==> src/rtl/lsra_pkg.sv <==
// Package with the types and constants of the register allocator.
`default_nettype none
package lsra_pkg;
  localparam int INT_POOL_SIZE_D      = 18;
  localparam int FLOAT_POOL_SIZE_D    = 22;
  localparam int INT_CALLEE_FIRST_D   = 7;
  localparam int FLOAT_CALLEE_FIRST_D = 10;
  localparam int ACTIVE_DEPTH_D       = 40;
  localparam int MAX_INTERVALS_D      = 4096;
  localparam int MASK_W               = 22;
  localparam int ID_W                 = 12;
  localparam int PT_W                 = 16;
  localparam int SLOT_W               = 5;

  typedef struct packed {
    logic [ID_W-1:0]   id;
    logic [PT_W-1:0]   fin;
    logic              cls;
    logic [SLOT_W-1:0] slot;
  } entry_t;

  typedef enum logic [2:0] {
    ST_IDLE,
    ST_CLEAR,
    ST_EXPIRE,
    ST_SEARCH,
    ST_EVICT,
    ST_INSERT,
    ST_OUT
  } state_t;

  // Command broadcast to every cell of the active row.
  typedef struct packed {
    logic   clear;
    logic   shift;
    logic   evict;
    logic   insert;
    entry_t ins;
  } cell_cmd_t;
endpackage
`default_nettype wire

==> src/rtl/lsra_cell.sv <==
// One cell of the active row: a held entry that shifts towards the head of the row, or towards the tail on insert.
`default_nettype none
module lsra_cell
  import lsra_pkg::*;
(
  input  wire logic      clk,
  input  wire logic      rst,
  input  wire cell_cmd_t cmd,
  input  wire logic      is_head,
  input  wire logic      prev_valid,
  input  wire entry_t    prev_entry,
  input  wire logic      next_valid,
  input  wire entry_t    next_entry,
  input  wire logic      del_here,
  output logic           valid,
  output entry_t         entry
);
  // Insert shifts entries with a later end one place towards the tail.
  logic ins_take, ins_here, upper;
  assign ins_take = valid && (entry.fin > cmd.ins.fin);
  assign ins_here = (!valid || ins_take) &&
                    (is_head || (prev_valid && !(prev_entry.fin > cmd.ins.fin)));
  assign upper    = !is_head && prev_valid && (prev_entry.fin > cmd.ins.fin);

  always_ff @(posedge clk) begin
    if (rst || cmd.clear) begin
      valid <= 1'b0;
    end else if (cmd.shift || (cmd.evict && del_here)) begin
      valid <= next_valid;
      entry <= next_entry;
    end else if (cmd.insert) begin
      if (upper && (valid || prev_valid)) begin
        valid <= prev_valid;
        entry <= prev_entry;
      end else if (ins_here) begin
        valid <= 1'b1;
        entry <= cmd.ins;
      end
    end
  end
endmodule
`default_nettype wire

==> config.mk <==
export PLATFORM = sky130hd
export DESIGN_NAME = lsra_cell
export DESIGN_NICKNAME = d
export VERILOG_FILES = /design/src/rtl/lsra_pkg.sv /design/src/rtl/lsra_cell.sv
export SDC_FILE = /design/constraint.sdc
export NUM_CORES = 1
export LEC_CHECK = 0
export CAP_MARGIN = 0
export CORE_MARGIN = 2
export CORE_UTILIZATION = 55
export DETAILED_ROUTE_END_ITERATION = 7
export DONT_BUFFER_PORTS = 1
export GPL_ROUTABILITY_DRIVEN = 1
export PLACE_DENSITY = 0.69
export SYNTH_ARGS = -nofsm -noshare
export SYNTH_HDL_FRONTEND = slang
export SYNTH_SLANG_ARGS = --single-unit
==> constraint.sdc <==
create_clock -name clk -period 6.6 [get_ports clk]
set_clock_uncertainty 0.1 [all_clocks]
set_input_delay 1.32 -clock clk [delete_from_list [all_inputs] [get_ports clk]]
set_output_delay 1.32 -clock clk [all_outputs]
set_load 0.02 [all_outputs]
==> flow_summary_export.csv <==
group,metric,value,unit
floorplanning,io_pins,147,
cells_and_area,drive_gt1_frac,0.0581,
cts,holdBufCountCts,0,
cts,cts_tree,"built",
placement,hpwl,6.30,mm
critical_path,cp_num_buf_inv,1,
floorplanning,die_area,6430,um2
global_route,grt_start_max_net_pins,71,
cts,h-tree-depth,2,
cells_and_area,fin_area,3300,um2
cells_and_area,multi_input_comb_area,2000,um2
placement,port_buffers,0,
pwr,irDropWorstVdd,104,uV
cells_and_area,register_area,1040,um2
floorplanning,die_y,80.2,um
cts,postCtsSetupBuffers,0,
cells_and_area,fillCellCount,509,
floorplanning,start_util,0.576,
synth,ys.warnings.count,0,
critical_path,rrSetupSlack,3.13,ns
global_route,grt_usage,0.287,
synth,syn_area_per_cell,9.07,um2
synth,yosysTopAreaCell,"edfxtp_1",
critical_path,cp_slowest_cell,"a31oi_4",
sta,rsz0062_at_grt,"no",
placement,dpl_cell_area,3220,um2
run_status,status,"completed",
synth,synth_edf_count,34,
sta,slew_viol_final,0,
flow_run,maxCapViolCount,0,
synth,synth.area.top_cells,"edfxtp_1 32%, ha_1 13%, a31oi_1 7.1%",
floorplanning,fp.coreArea,5540,um2
cts,root_buffer,"clkbuf_8",
cells_and_area,syn_to_final_growth,3.53,%
sta,tightest_slew,1.25,ns
global_route,grt_busiest_layer,"met2",
sta,setup_tns,0,ns
global_route,grt_first_pass_wirelength,14.6,mm
min_path,hold_class,"reg2reg",
sta,fmax,199,MHz
critical_path,crit_chain,"inv_1 -> ha_1 -> nand4_1 -> or4_1 -> and2_2 -> o311ai_1 -> a31oi_4",
global_route,use_met3,0.0888,
cts,ctsResizeCount,0,
synth,synth_ff_type,"edfxtp_1",
sta,period_needed,5.02,ns
critical_path,path_delay_family,"simple AND/OR/NAND/NOR gates",
cells_and_area,nets,470,
critical_path,worst_ep_arrival_time,4.83,ns
cts,insertion_delay,0.29,ns
global_route,gr-usage-met1,0.372,
cts,cts_buffer_depth,2,
sta,report.final.hold_viol_count,0,
pwr,p_leak,1.12,nW
detailed_routing,drtIter0Drc,181,
detailed_routing,wirelength,9.24,mm
sta,max_slew_margin,0.164,
cts,tritoncts_num_sinks,35,
synth,ys_seq_elements,35,
critical_path,critical_path.max_stage_delay,1.00,ns
synth,netlist_area,3190,um2
synth,syn_inst,352,
pwr,finalPower,0.000586,W
global_route,grt_overflow_total,0,
detailed_routing,drtPass1Iterations,5,
pwr,power_density,177,nW/um2
detailed_routing,vias,2906,
floorplanning,num_rows,27,
floorplanning,die-width,80.2,um
critical_path,worst-setup-path-type,"in2reg",
synth,seq_area_frac_synth,0.326,
cells_and_area,antenna_cells,0,
critical_path,end_kind,"register",
synth,syn_nets,496,
detailed_routing,routed_via_density,7.28,
detailed_routing,ant_nets,0,
critical_path,worst_ep_required_time,6.41,ns
global_route,met2_usage,0.465,
sta,layout_worst_path_cycle_share,0.761,
sta,finalSetupViolations,0,
critical_path,cp-start-kind,"input pin",
global_route,antenna_found_initial,0,
detailed_routing,post-route-drc-count,0,
synth,synth_top_cell_area_share,0.320,
global_route,grt_pass1_vias,2851,
synth,synth_cell_types,39,
critical_path,crit_fanout,50,
cts,path_clk_slew,0.07,ns
cts,cts_inserted_buffers,5,
placement,gp_congestion,0.833,
detailed_routing,routedWlPerCell,23.2,um
synth,async_flop_share,0,
-- cells by family after synthesis --
group                    after synthesis  share of synthesized area
buffers and inverters                 54                     0.0694
AO/OA/AOI/OAI                        155                      0.374
AND/OR/NAND/NOR                       76                      0.105
flip-flops                            35                      0.326
adder cells (fa/ha/maj)               32                      0.125
-- placed cells by master, fill, tap and decap left out, types with 5 or more instances in the layout --
cell type,count
a21boi_0,10
a21boi_1,10
a21oi_1,13
a31oi_1,35
a41oi_1,19
clkbuf_8,5
edfxtp_1,34
ha_1,32
inv_1,17
nand2_1,22
nand4_1,5
nor2_1,37
o311ai_0,20
o311ai_1,15
o32a_1,15
-- sequential cells by signal (all words and copies together) (netlist names) --
name,cells
entry,34
valid,1
-- cell type report --
class | instances | area share
Clock inverter | 1 | 0.00151
Tap cell | 72 | 0.0273
Sequential cell | 35 | 0.315
Clock buffer | 7 | 0.0231
Inverter | 17 | 0.0193
Multi-Input combinational cell | 263 | 0.605
Timing Repair Buffer | 4 | 0.00909
-- worst paths after layout --
kind / from / endpoint / cells past startpoint
max: cmd[20] / entry[9] / 7
min: valid / valid / 2
max reg2reg: entry[21] / entry[9] / 6
min reg2reg: valid / valid / 2
-- per-stage QoR --
step | hold slack, ns | utilization | instances | worst slack [ns]
finish | 0.577 | 0.596 | 399 | 1.58
global route | 0.649 | 0.596 | 399 | 1.35
CTS | 0.573 | 0.596 | 399 | 1.55
detailed placement | 0.562 | 0.582 | 391 | 1.28
global placement | 0.555 | 0.582 | 391 | 1.39
floorplan | 0.490 | - | 352 | 1.37
-- cell usage after synthesis (2+ instances only) --
master,n
a41oi_1,19
o211ai_1,2
o32a_1,15
o21a_1,2
nor2b_1,3
a21boi_0,10
ha_1,32
a31oi_1,36
o311ai_0,20
nand2_1,22
edfxtp_1,34
nand3_1,2
nor2_1,37
nand4_1,5
a21boi_1,10
a21oi_1,14
inv_1,17
clkbuf_1,32
buf_6,2
o311ai_1,15
o21ai_0,3
buf_2,3
-- report_power, final --
part           switching (W)  total, W  internal (W)
clock              0.0000824  0.000157     0.0000742
combinational      0.0000891  0.000145     0.0000563
sequential         0.0000217  0.000284      0.000263
-- metal layers --
metal,routed length [um],vias to the layer above
li1,-,1391
met1,3700,1364
met2,4410,142
met3,1040,9
met4,94,0
met5,0,-
-- worst reg2reg max path: stages (launching register included) --
cell and delay [ns]:
edfxtp_1 0.52, ha_1 0.38, nand4_1 0.19, nor4_1 0.49, a21boi_0 0.28, o31ai_1 0.15, a31oi_4 0.96
Note: power is estimated with default switching activity, not from simulation.
